<file path="config.mk">
export PLATFORM = sky130hd
export DESIGN_NAME = windowed_alarm_escalation
export DESIGN_NICKNAME = d
export VERILOG_FILES = /design/src/rtl/core/wae_pkg.sv /design/src/rtl/core/wae_history.sv /design/src/rtl/core/windowed_alarm_escalation.sv
export SDC_FILE = /design/constraint.sdc
export NUM_CORES = 1
export LEC_CHECK = 0
export ABC_AREA = 1
export BUFFER_PORTS_ARGS = -buffer_cell sky130_fd_sc_hd__buf_2
export CELL_PAD_IN_SITES_DETAIL_PLACEMENT = 0
export CELL_PAD_IN_SITES_GLOBAL_PLACEMENT = 1
export CORE_UTILIZATION = 50
export DETAILED_ROUTE_END_ITERATION = 6
export GPL_ROUTABILITY_DRIVEN = 0
export PLACE_DENSITY = 0.79
export SLEW_MARGIN = 15
export SYNTH_ARGS = -nofsm -noshare
export SYNTH_HDL_FRONTEND = slang
export SYNTH_SLANG_ARGS = --single-unit
</file>
<file path="constraint.sdc">
create_clock -name clock -period 11.28 [get_ports clock]
set_input_delay 1.128 -clock clock [delete_from_list [all_inputs] [get_ports clock]]
set_output_delay 1.128 -clock clock [all_outputs]
set_load 0.01 [all_outputs]
</file>
<file path="src/rtl/core/wae_pkg.sv">
`timescale 1ns / 1ps
`default_nettype none
// ----------------------------------------------------------------------------
// wae_pkg
// Shared constants, codes and types of the windowed alarm escalator.
// ----------------------------------------------------------------------------
package wae_pkg;

   localparam int HISTORY_SLOTS = 8;
   localparam int SLOT_IDX_BITS = $clog2(HISTORY_SLOTS);
   localparam int COUNT_BITS    = $clog2(HISTORY_SLOTS + 1);
   localparam int SIGNAL_BITS   = 32;
   localparam int TIME_BITS     = 48;
   localparam int WINDOW_BITS   = 32;
   localparam int THRESH_BITS   = 4;
   localparam int CATEGORIES    = 5;

   localparam int KIND_BITS     = 2;
   localparam int SEV_BITS      = 2;
   localparam int LATCH_BITS    = 2;
   localparam int FAULT_BITS    = 3;

   localparam int CSR_INDEX_BITS = 3;
   localparam int CSR_DATA_BITS  = 32;

   // request tdata: severity, signal_mask, now_ms, zero fill to bytes
   localparam int REQ_FIELD_BITS = SEV_BITS + SIGNAL_BITS + TIME_BITS;
   localparam int REQ_DATA_BITS  = ((REQ_FIELD_BITS + 7) / 8) * 8;
   // response tdata: latch_state, degrade_fired, kill_fired, fault_code, live_signals
   localparam int RSP_FIELD_BITS = LATCH_BITS + 2 + FAULT_BITS + SIGNAL_BITS;
   localparam int RSP_DATA_BITS  = ((RSP_FIELD_BITS + 7) / 8) * 8;

   localparam logic [WINDOW_BITS-1:0] WINDOW_RESET = WINDOW_BITS'(10 * 60 * 1000);
   localparam logic [THRESH_BITS-1:0] THRESH_RESET = THRESH_BITS'(2);

   localparam logic [KIND_BITS-1:0] KIND_REPORT  = 2'd0;
   localparam logic [KIND_BITS-1:0] KIND_TRIGGER = 2'd1;
   localparam logic [KIND_BITS-1:0] KIND_CLEAR   = 2'd2;

   localparam logic [SEV_BITS-1:0] SEV_TELEMETRY = 2'd0;
   localparam logic [SEV_BITS-1:0] SEV_DEGRADE   = 2'd1;
   localparam logic [SEV_BITS-1:0] SEV_KILL      = 2'd2;

   localparam logic [LATCH_BITS-1:0] LATCH_NORMAL   = 2'd0;
   localparam logic [LATCH_BITS-1:0] LATCH_DEGRADED = 2'd1;
   localparam logic [LATCH_BITS-1:0] LATCH_KILLED   = 2'd2;

   localparam logic [FAULT_BITS-1:0] FAULT_NONE     = 3'd0;
   localparam logic [FAULT_BITS-1:0] FAULT_MULTIPLE = 3'd5;

   localparam logic [CSR_INDEX_BITS-1:0] CSR_DEGRADE_THRESHOLD = 3'd0;
   localparam logic [CSR_INDEX_BITS-1:0] CSR_WINDOW_LENGTH     = 3'd1;
   localparam logic [CSR_INDEX_BITS-1:0] CSR_INDEX_MASK        = 3'd2;
   localparam logic [CSR_INDEX_BITS-1:0] CSR_INJECTION_MASK    = 3'd3;
   localparam logic [CSR_INDEX_BITS-1:0] CSR_DEBUG_MASK        = 3'd4;
   localparam logic [CSR_INDEX_BITS-1:0] CSR_TAMPER_MASK       = 3'd5;
   localparam logic [CSR_INDEX_BITS-1:0] CSR_INTEGRITY_MASK    = 3'd6;

   typedef enum logic [1:0] {
      ST_IDLE,
      ST_SCAN,
      ST_FINISH
   } seq_state_type;

   typedef struct packed {
      logic clear;
      logic write;
      logic expire;
   } hist_ctl_type;

endpackage : wae_pkg
`default_nettype wire

</file>
<file path="src/rtl/core/wae_history.sv">
`timescale 1ns / 1ps
`default_nettype none
// ----------------------------------------------------------------------------
// wae_history
// Report ring with valid bits, write pointer and the shared age comparator
// that judges one slot per cycle against the window.
// ----------------------------------------------------------------------------
module wae_history
   import wae_pkg::*;
(
   input  wire logic                     clock,
   input  wire logic                     reset,
   input  wire hist_ctl_type             hist_ctl,
   input  wire logic [TIME_BITS-1:0]     wr_time,
   input  wire logic [SIGNAL_BITS-1:0]   wr_signal,
   input  wire logic [SLOT_IDX_BITS-1:0] rd_idx,
   input  wire logic [TIME_BITS-1:0]     now,
   input  wire logic [WINDOW_BITS-1:0]   window_length,
   output logic                          rd_live,
   output logic [SIGNAL_BITS-1:0]        rd_signal
);

   logic [HISTORY_SLOTS-1:0]     slot_valid_ff, slot_valid_in;
   logic [SLOT_IDX_BITS-1:0]     wp_ff, wp_in;
   logic [TIME_BITS-1:0]         slot_time_ff   [HISTORY_SLOTS];
   logic [SIGNAL_BITS-1:0]       slot_signal_ff [HISTORY_SLOTS];
   logic [TIME_BITS-1:0]         age;

   assign age       = now - slot_time_ff[rd_idx];
   assign rd_live   = slot_valid_ff[rd_idx] && (age <= TIME_BITS'(window_length));
   assign rd_signal = slot_signal_ff[rd_idx];

   always_comb begin
      slot_valid_in = slot_valid_ff;
      wp_in         = wp_ff;
      if (hist_ctl.clear) begin
         slot_valid_in = '0;
         wp_in         = '0;
      end else if (hist_ctl.write) begin
         slot_valid_in[wp_ff] = 1'b1;
         wp_in = (wp_ff == SLOT_IDX_BITS'(HISTORY_SLOTS - 1)) ? '0 : wp_ff + 1'b1;
      end else if (hist_ctl.expire && slot_valid_ff[rd_idx] && !rd_live) begin
         slot_valid_in[rd_idx] = 1'b0;
      end
   end

   always_ff @(posedge clock) begin
      if (reset) begin
         slot_valid_ff <= '0;
         wp_ff         <= '0;
      end else begin
         slot_valid_ff <= slot_valid_in;
         wp_ff         <= wp_in;
      end
   end

   always_ff @(posedge clock) begin
      if (hist_ctl.write && !hist_ctl.clear) begin
         slot_time_ff[wp_ff]   <= wr_time;
         slot_signal_ff[wp_ff] <= wr_signal;
      end
   end

endmodule : wae_history
`default_nettype wire

</file>
<file path="src/rtl/core/windowed_alarm_escalation.sv">
`timescale 1ns / 1ps
`default_nettype none
// ----------------------------------------------------------------------------
// windowed_alarm_escalation
// Security alarm escalator: records timestamped reports in a ring, counts
// live matching entries against a threshold and latches degraded or killed.
//
//   channel  dir   handshake               payload
//   req      in    req_tvalid/req_tready   tuser kind; tdata severity, signal, time
//   rsp      out   rsp_tvalid/rsp_tready   tdata latch, flags, fault code, live OR
//   csr      in    csr_valid/csr_ready     csr_index, csr_wdata
//
// The accept cycle takes the request, the scan judges one ring slot per cycle
// through the single age comparator, and a finish state registers the result.
// Next request is taken the cycle after finish; the response register holds
// a result while the next request is in work. Finish waits on a stalled rsp.
// Reset clears the ring valid bits at once; no clearing pass.
// csr writes are always accepted.
// ----------------------------------------------------------------------------
module windowed_alarm_escalation
   import wae_pkg::*;
(
   input  wire logic                      clock,
   input  wire logic                      reset,
   input  wire logic                      req_tvalid,
   output logic                           req_tready,
   input  wire logic [KIND_BITS-1:0]      req_tuser,  // kind
   input  wire logic [REQ_DATA_BITS-1:0]  req_tdata,  // severity, signal_mask, now_ms
   output logic                           rsp_tvalid,
   input  wire logic                      rsp_tready,
   output logic [RSP_DATA_BITS-1:0]       rsp_tdata,  // latch_state, degrade_fired,
                                                      // kill_fired, fault_code, live_signals
   input  wire logic                      csr_valid,
   output logic                           csr_ready,
   input  wire logic [CSR_INDEX_BITS-1:0] csr_index,
   input  wire logic [CSR_DATA_BITS-1:0]  csr_wdata
);

   seq_state_type              state_ff, state_in;
   logic [SLOT_IDX_BITS-1:0]   idx_ff, idx_in;
   logic [TIME_BITS-1:0]       now_ff, now_in;
   logic [SIGNAL_BITS-1:0]     sig_ff, sig_in;
   logic                       do_degrade_ff, do_degrade_in;
   logic                       do_trigger_ff, do_trigger_in;
   logic [SIGNAL_BITS-1:0]     acc_ff, acc_in;
   logic [COUNT_BITS-1:0]      count_ff, count_in;
   logic [LATCH_BITS-1:0]      latch_ff, latch_in;
   logic                       rsp_valid_ff, rsp_valid_in;
   logic [RSP_DATA_BITS-1:0]   rsp_data_ff, rsp_data_in;

   logic [THRESH_BITS-1:0]     thresh_ff;
   logic [WINDOW_BITS-1:0]     window_ff;
   logic [SIGNAL_BITS-1:0]     cat_mask_ff [CATEGORIES];

   logic [SEV_BITS-1:0]        in_sev;
   logic [SIGNAL_BITS-1:0]     in_sig;
   logic [TIME_BITS-1:0]       in_now;
   logic                       accept;
   logic                       rep_sig, rec, trig, degr, clr;
   hist_ctl_type               hist_ctl;
   logic                       rd_live;
   logic [SIGNAL_BITS-1:0]     rd_signal;
   logic [FAULT_BITS-1:0]      fault_code;
   logic                       deg_fire, kill_fire;
   logic [LATCH_BITS-1:0]      latch_next;

   assign in_sev = req_tdata[SEV_BITS-1:0];
   assign in_sig = req_tdata[SEV_BITS +: SIGNAL_BITS];
   assign in_now = req_tdata[SEV_BITS + SIGNAL_BITS +: TIME_BITS];

   assign req_tready = (state_ff == ST_IDLE);
   assign accept     = req_tvalid && req_tready;
   assign csr_ready  = 1'b1;
   assign rsp_tvalid = rsp_valid_ff;
   assign rsp_tdata  = rsp_data_ff;

   assign rep_sig = (req_tuser == KIND_REPORT) && (in_sig != '0);
   assign rec     = rep_sig && ((in_sev == SEV_TELEMETRY) || (in_sev == SEV_DEGRADE));
   assign trig    = (rep_sig && !rec) || (req_tuser == KIND_TRIGGER);
   assign degr    = rec && (in_sev == SEV_DEGRADE) && (latch_ff == LATCH_NORMAL);
   assign clr     = (req_tuser == KIND_CLEAR) && (latch_ff != LATCH_KILLED);

   assign hist_ctl.clear  = accept && clr;
   assign hist_ctl.write  = accept && rec;
   assign hist_ctl.expire = (state_ff == ST_SCAN) && do_degrade_ff;

   wae_history u_history (
      .clock         (clock),
      .reset         (reset),
      .hist_ctl      (hist_ctl),
      .wr_time       (in_now),
      .wr_signal     (in_sig),
      .rd_idx        (idx_ff),
      .now           (now_ff),
      .window_length (window_ff),
      .rd_live       (rd_live),
      .rd_signal     (rd_signal)
   );

   // one-hot category match over the live OR
   always_comb begin
      logic [FAULT_BITS-1:0] hits;
      logic [FAULT_BITS-1:0] code;
      hits = '0;
      code = FAULT_NONE;
      for (int c = 0; c < CATEGORIES; c++) begin
         if ((acc_ff & cat_mask_ff[c]) != '0) begin
            code = FAULT_BITS'(c);
            hits = hits + 1'b1;
         end
      end
      fault_code = (hits == FAULT_BITS'(1)) ? code : FAULT_MULTIPLE;
   end

   assign deg_fire  = do_degrade_ff && (32'(count_ff) >= 32'(thresh_ff));
   assign kill_fire = do_trigger_ff && (latch_ff == LATCH_NORMAL);

   always_comb begin
      latch_next = latch_ff;
      if (kill_fire) begin
         latch_next = LATCH_KILLED;
      end else if (deg_fire) begin
         latch_next = LATCH_DEGRADED;
      end
   end

   always_comb begin
      state_in      = state_ff;
      idx_in        = idx_ff;
      now_in        = now_ff;
      sig_in        = sig_ff;
      do_degrade_in = do_degrade_ff;
      do_trigger_in = do_trigger_ff;
      acc_in        = acc_ff;
      count_in      = count_ff;
      latch_in      = latch_ff;
      rsp_valid_in  = rsp_valid_ff && !rsp_tready;
      rsp_data_in   = rsp_data_ff;
      unique case (state_ff)
         ST_IDLE: begin
            if (accept) begin
               state_in      = ST_SCAN;
               idx_in        = '0;
               now_in        = in_now;
               sig_in        = in_sig;
               do_degrade_in = degr;
               do_trigger_in = trig;
               acc_in        = '0;
               count_in      = '0;
               if (clr) begin
                  latch_in = LATCH_NORMAL;
               end
            end
         end
         ST_SCAN: begin
            if (rd_live) begin
               acc_in = acc_ff | rd_signal;
               if ((rd_signal & sig_ff) != '0) begin
                  count_in = count_ff + 1'b1;
               end
            end
            idx_in = idx_ff + 1'b1;
            if (idx_ff == SLOT_IDX_BITS'(HISTORY_SLOTS - 1)) begin
               state_in = ST_FINISH;
            end
         end
         ST_FINISH: begin
            if (!rsp_valid_ff || rsp_tready) begin
               state_in     = ST_IDLE;
               latch_in     = latch_next;
               rsp_valid_in = 1'b1;
               rsp_data_in  = RSP_DATA_BITS'({acc_ff,
                                              kill_fire ? fault_code : FAULT_NONE,
                                              kill_fire, deg_fire, latch_next});
            end
         end
         default: begin
            state_in = ST_IDLE;
         end
      endcase
   end

   always_ff @(posedge clock) begin
      if (reset) begin
         state_ff     <= ST_IDLE;
         latch_ff     <= LATCH_NORMAL;
         rsp_valid_ff <= 1'b0;
      end else begin
         state_ff     <= state_in;
         latch_ff     <= latch_in;
         rsp_valid_ff <= rsp_valid_in;
      end
   end

   always_ff @(posedge clock) begin
      idx_ff        <= idx_in;
      now_ff        <= now_in;
      sig_ff        <= sig_in;
      do_degrade_ff <= do_degrade_in;
      do_trigger_ff <= do_trigger_in;
      acc_ff        <= acc_in;
      count_ff      <= count_in;
      rsp_data_ff   <= rsp_data_in;
   end

   always_ff @(posedge clock) begin
      if (reset) begin
         thresh_ff <= THRESH_RESET;
         window_ff <= WINDOW_RESET;
         for (int c = 0; c < CATEGORIES; c++) begin
            cat_mask_ff[c] <= '0;
         end
      end else if (csr_valid && csr_ready) begin
         case (csr_index)
            CSR_DEGRADE_THRESHOLD: thresh_ff      <= csr_wdata[THRESH_BITS-1:0];
            CSR_WINDOW_LENGTH:     window_ff      <= csr_wdata[WINDOW_BITS-1:0];
            CSR_INDEX_MASK:        cat_mask_ff[0] <= csr_wdata[SIGNAL_BITS-1:0];
            CSR_INJECTION_MASK:    cat_mask_ff[1] <= csr_wdata[SIGNAL_BITS-1:0];
            CSR_DEBUG_MASK:        cat_mask_ff[2] <= csr_wdata[SIGNAL_BITS-1:0];
            CSR_TAMPER_MASK:       cat_mask_ff[3] <= csr_wdata[SIGNAL_BITS-1:0];
            CSR_INTEGRITY_MASK:    cat_mask_ff[4] <= csr_wdata[SIGNAL_BITS-1:0];
            default: begin
            end
         endcase
      end
   end

endmodule : windowed_alarm_escalation
`default_nettype wire

</file>
==> results.yml, run 1 <==
synthesis:
  synth_area_leaders: "edfxtp_1 (67%), o21ai_0 (4.9%), nor2_1 (4.4%), nand2_1 (4.3%), ha_1 (2.7%)"
  synth.largest_area_cell: "edfxtp_1"
  ys_types: 53
  synth_top_area_share: 0.6665
  yosys_register_bits: 1015
  synth_nets: 3884
  ys.flop_type: "edfxtp_1"
  ys_seq_area_frac: 0.6919
  synth.most_common_cell: "edfxtp_1"
  synthTopCellsByCount: "edfxtp_1 (960), nor2_1 (510), nand2_1 (497)"
  syn_area_per_cell_sq_um: 11.82
  yosysWarnings: 0
  syn_inst: 3661
  syn_area_sq_mm: 0.04326
  synth-edff-count: 960
  synth-async-reset-ratio: 0
global_routing:
  grtUsageTotal: 0.2495
  antenna_found_initial: 4
  grt_pass1_vias: 26420
  grt_max_degree: 187
  grt.overflow.total: 0
  grt_pass1_wl_um: 162500
floorplanning:
  floorplan.die_area_sq_mm: 0.08769
  core.rowCount: 107
  initial_core_util: 0.5064
  fp.coreArea_sq_mm: 0.08541
  chipHeight_um: 296.1
  die_width_um: 296.1
  io_pins: 173
critical_path:
  critPathKind: "register to register"
  critical_path_arrival_ps: 7920
  worst_setup_path_start_kind: "register"
  worstPathRequired_ps: 11560
  end_kind: "register"
  slowest_stage: "o21ai_4"
  cp_max_fo: 186
  cpPeakStageDelay_ps: 820
  crit_path_frequent_cell: "nand2_1"
clock_tree:
  htreeDepth: 3
  cts_root_buffer: "clkbuf_16"
  clock_latency_ps: 670
  cts_resized: 0
  cts_hold_buf: 0
  clk_pin_slew_worst_paths_ps: 70
  cts.sinks: 1015
  cts_buffer_depth: 3
  cts_tree: "built"
  cts_buffers: 100
  cts_setup_buffers: 0
final_layout:
  postLayoutCellArea_sq_mm: 0.04862
  num-fill-cells: 7081
  drive_gt1_frac: 0.1215
  seq_area_sq_mm: 0.02994
  synthToLayoutAreaGrowth_pct: 12.39
  multi_input_area_sq_mm: 0.01166
  nNetsFinal: 4042
detailed_routing:
  via_per_inst: 5.573
  dr.pass1.iters: 6
  postRouteAntennaNets: 0
  wirelength_um: 109600
  post_drt_wl_per_cell_um: 21.73
  drt_iter0_drc: 2507
  vias: 28110
  drc_errors: 0
timing:
  timing.hold.ws_ps: 474.7
  period_share: 0.6771
  worst_slack_ps: 3643
  finClkSkew_ps: 26.94
  maxSlewViolCount: 0
  rsz0062_at_grt: "no"
  max_freq_mhz: 130.9
  setup_viol: 0
  worst_slew_pin_slew_ps: 1144
  hold_violations: 0
  post-route-min-period_ps: 7637
  slew_headroom: 0.2357
  fin_setup_tns_ps: 0
power_and_ir_drop:
  power_mw: 9.548
  peakVddDrop_mv: 0.1370
  p_leak_nw: 17.75
  power_density_mw_per_mm2: 196.4
place:
  postPlaceCellArea_sq_mm: 0.04534
  dp_hpwl_um: 69610
  port_buffers: 164
  place_ws_ps: 3572
status:
  status: "finished clean"
min_path:
  hp-class: "register to register"
run:
  cap_violations: 0
[flip-flops by register name, indices dropped and copies added (netlist names), 32 cells and up, named ones only]
register	flops
cat_mask_ff	160
u_history.slot_signal_ff	256
u_history.slot_time_ff	384
now_ff	48
sig_ff	32
acc_ff	32
rsp_tdata	39
window_ff	32
[path summary, 6_finish.rpt]
check,end,cells past startpoint,from,slack (ps)
hold reg to reg,u_history.slot_valid_ff[4]$_SDFFE_PP0P_,2,u_history.slot_valid_ff[4]$_SDFFE_PP0P_,470
hold / removal,u_history.slot_valid_ff[4]$_SDFFE_PP0P_,2,u_history.slot_valid_ff[4]$_SDFFE_PP0P_,470
setup / recovery,acc_ff[26]$_SDFFCE_PN0P_,28,register,3640
setup reg to reg,acc_ff[26]$_SDFFCE_PN0P_,28,register,3640
[placed cells by master (no fill, tap or decap), drive strengths merged, types with 9 or more instances in the layout]
cell type  instances
a21oi            123
o22ai            106
o21ai            444
nor2             545
buf              199
nand3             73
clkbuf           115
nor4              11
ha                92
o211ai            11
a221oi            14
clkinv            52
a31oi              9
nand2            531
bufinv             9
a22o              40
dfxtp             55
nand4             24
xnor2             11
xor2              24
o21bai            14
edfxtp           960
inv              316
nor3              19
o221ai            63
[power by group]
part / internal [mW] / switching (mW) / total [mW]
registers: 4.24 / 0.100 / 4.34
logic: 0.606 / 1.33 / 1.93
clock network: 1.86 / 1.42 / 3.28
total: 6.70 / 2.85 / 9.55
[critical path: cells and delay by family, from the launching register on]
family | cells | cell delay [ps]
simple gates | 17 | 2480
compound gates | 5 | 1600
buf+inv | 3 | 1290
flops | 1 | 580
xor+xnor | 1 | 340
fa+ha+maj | 2 | 670
[final cells by class]
type,instances,share of cell area
Clock inverter,68,0.01379
Tap cell,1144,0.02944
Antenna cell,1,0.00005147
Multi-Input combinational cell,2188,0.2399
Inverter,315,0.02458
Clock buffer,115,0.05307
Timing Repair Buffer,199,0.02332
Sequential cell,1015,0.6158
[metal layers]
layer	vias up	wire length (um)	global-route usage
met5	-	11	0
met4	2	2849	0.08059
met3	143	6775	0.03133
met2	918	53580	0.4181
met1	13650	46410	0.3384
li1	13400	-	-
[stage by stage]
| step | cells | utilization |
|---|---|---|
| 2_1_floorplan | 3661 | - |
| 3_3_place_gp | 4860 | 0.5309 |
| 3_5_place_dp | 4860 | 0.5309 |
| 4_1_cts | 5043 | 0.5689 |
| 5_1_grt | 5044 | 0.5692 |
| 6_report | 5045 | 0.5692 |
[logic make-up after synthesis]
family	synth area share
buffers and inverters	0.04070
adders and majority gates	0.02707
and+or+nand+nor	0.1191
AOI/OAI and AO/OA	0.1137
xor gates and xnor gates	0.007087
muxes	0.0002314
other	0.0001736
DFF	0.6919
No activity file was read; power rests on OpenSTA's default activity.
==> run 2: changes to the inputs <==
==> constraint.sdc (replaced) <==
create_clock -name clock -period 7.6 [get_ports clock]
set_input_delay 0.76 -clock clock [delete_from_list [all_inputs] [get_ports clock]]
set_output_delay 0.76 -clock clock [all_outputs]
set_load 0.01 [all_outputs]
==> results.yml, run 2 (synthesis results as in run 1) <==
status:
  status: "finished clean"
clock_tree:
  cts.sinks: 1015
  htreeDepth: 3
  cts_setup_buffers: 0
  cts_root_buffer: "clkbuf_16"
  cts_buffer_depth: 3
  cts_buffers: 101
  cts_tree: "built"
  cts_hold_buf: 0
  clk_pin_slew_worst_paths_ps: 60
  clock_latency_ps: 660
  cts_resized: 0
final_layout:
  stdcell_count: 5054
  layout_common_cells: "edfxtp_1 (960), nor2_1 (502), nand2_1 (497)"
  largestRegisters: "u_history.slot_time_ff (384), u_history.slot_signal_ff (256), cat_mask_ff (160)"
  drive_gt1_frac: 0.1182
  synthToLayoutAreaGrowth_pct: 12.38
  nNetsFinal: 4048
  fin_util: 0.5691
  largest_reg_flops: 384
  regMostFlops: "u_history.slot_time_ff"
  mostFrequentLayoutCell: "edfxtp_1"
floorplanning:
  floorplan.die_area_sq_mm: 0.08769
  fp.coreArea_sq_mm: 0.08541
  initial_core_util: 0.5064
  io_pins: 173
  chipHeight_um: 296.1
  core.rowCount: 107
  die_width_um: 296.1
timing:
  fin_setup_tns_ps: 0
  worst_slew_pin_slew_ps: 1054
  finClkSkew_ps: 37.00
  slew_headroom: 0.2956
  rsz0062_at_grt: "no"
  maxSlewViolCount: 0
  post-route-min-period_ps: 6366
  period_share: 0.8377
  hold_violations: 0
  max_freq_mhz: 157.1
  worst_slack_ps: 1234
  setup_viol: 0
global_routing:
  grt.overflow.total: 0
  grtUsageTotal: 0.2480
  grt_pass1_wl_um: 161900
  grt_pass1_vias: 26360
  grt_max_degree: 181
  antenna_found_initial: 10
place:
  dp.cells: 4865
  port_buffers: 164
  dp_hpwl_um: 68980
  place_ws_ps: 1198
critical_path:
  critPathKind: "register to register"
  worstPathRequired_ps: 7890
  end_kind: "register"
  cpPeakStageDelay_ps: 760
  cp_max_fo: 180
  crit_path_frequent_cell: "nand2_1"
  slowest_stage: "dfxtp_4"
  worst_setup_path_start_kind: "register"
  critical_path_arrival_ps: 6660
power_and_ir_drop:
  peakVddDrop_mv: 0.2017
  power_mw: 14.05
  p_leak_nw: 17.73
  power_density_mw_per_mm2: 289.0
detailed_routing:
  drc_errors: 0
  postRouteAntennaNets: 0
  via_per_inst: 5.556
  vias: 28080
  wirelength_um: 108800
  drt_iter0_drc: 2348
  dr.pass1.iters: 5
  post_drt_wl_per_cell_um: 21.53
min_path:
  hp-class: "primary input to register"
run:
  cap_violations: 0
[run 2: final cells by class]
class	instances	area, sq um
fill	7137	36800
sequential	1015	29940
multi-input combinational	2188	11670
clock buffer	136	2761
tap	1144	1431
timing repair buffer	204	1209
inverter	315	1195
clock inverter	49	396.6
antenna	3	7.507
[run 2: report_power, final]
group	internal, mW	switching, mW	total, mW
Combinational	0.905	1.97	2.88
Clock	2.69	2.05	4.74
Sequential	6.29	0.144	6.43
[run 2: final timing paths]
kind	start	end	slack (ps)	cells past startpoint
setup / recovery	register	acc_ff[18]$_SDFFCE_PN0P_	1230	29
hold / removal	reset	latch_ff[1]$_SDFFE_PP0P_	350	2
setup reg to reg	register	acc_ff[18]$_SDFFCE_PN0P_	1230	29
hold reg to reg	latch_ff[1]$_SDFFE_PP0P_	latch_ff[1]$_SDFFE_PP0P_	480	2
[run 2: critical path: cells and delay by family, from the launching register on]
kind / cells / cell delay, ps
and+or+nand+nor: 17 / 2250
xor gates and xnor gates: 1 / 290
buffers and inverters: 3 / 950
DFF: 1 / 760
adders and majority gates: 3 / 830
AOI/OAI and AO/OA: 5 / 830
[run 2: per-layer routing]
layer | track usage | vias to the layer above | part of all wire
li1 | - | 13450 | -
met2 | 0.4163 | 808 | 0.49
met1 | 0.3363 | 13650 | 0.43
met4 | 0.07833 | 10 | 0.028
met5 | 0 | - | 0.00068
met3 | 0.03185 | 163 | 0.055
[run 2: through the flow]
stage	cell area, sq um	hold slack [ps]
after global placement	45430	473.3
after floorplan	43270	446.2
final	48610	352.4
after CTS	48580	325.5
after detailed placement	45430	476.9
after global routing	48600	344.3
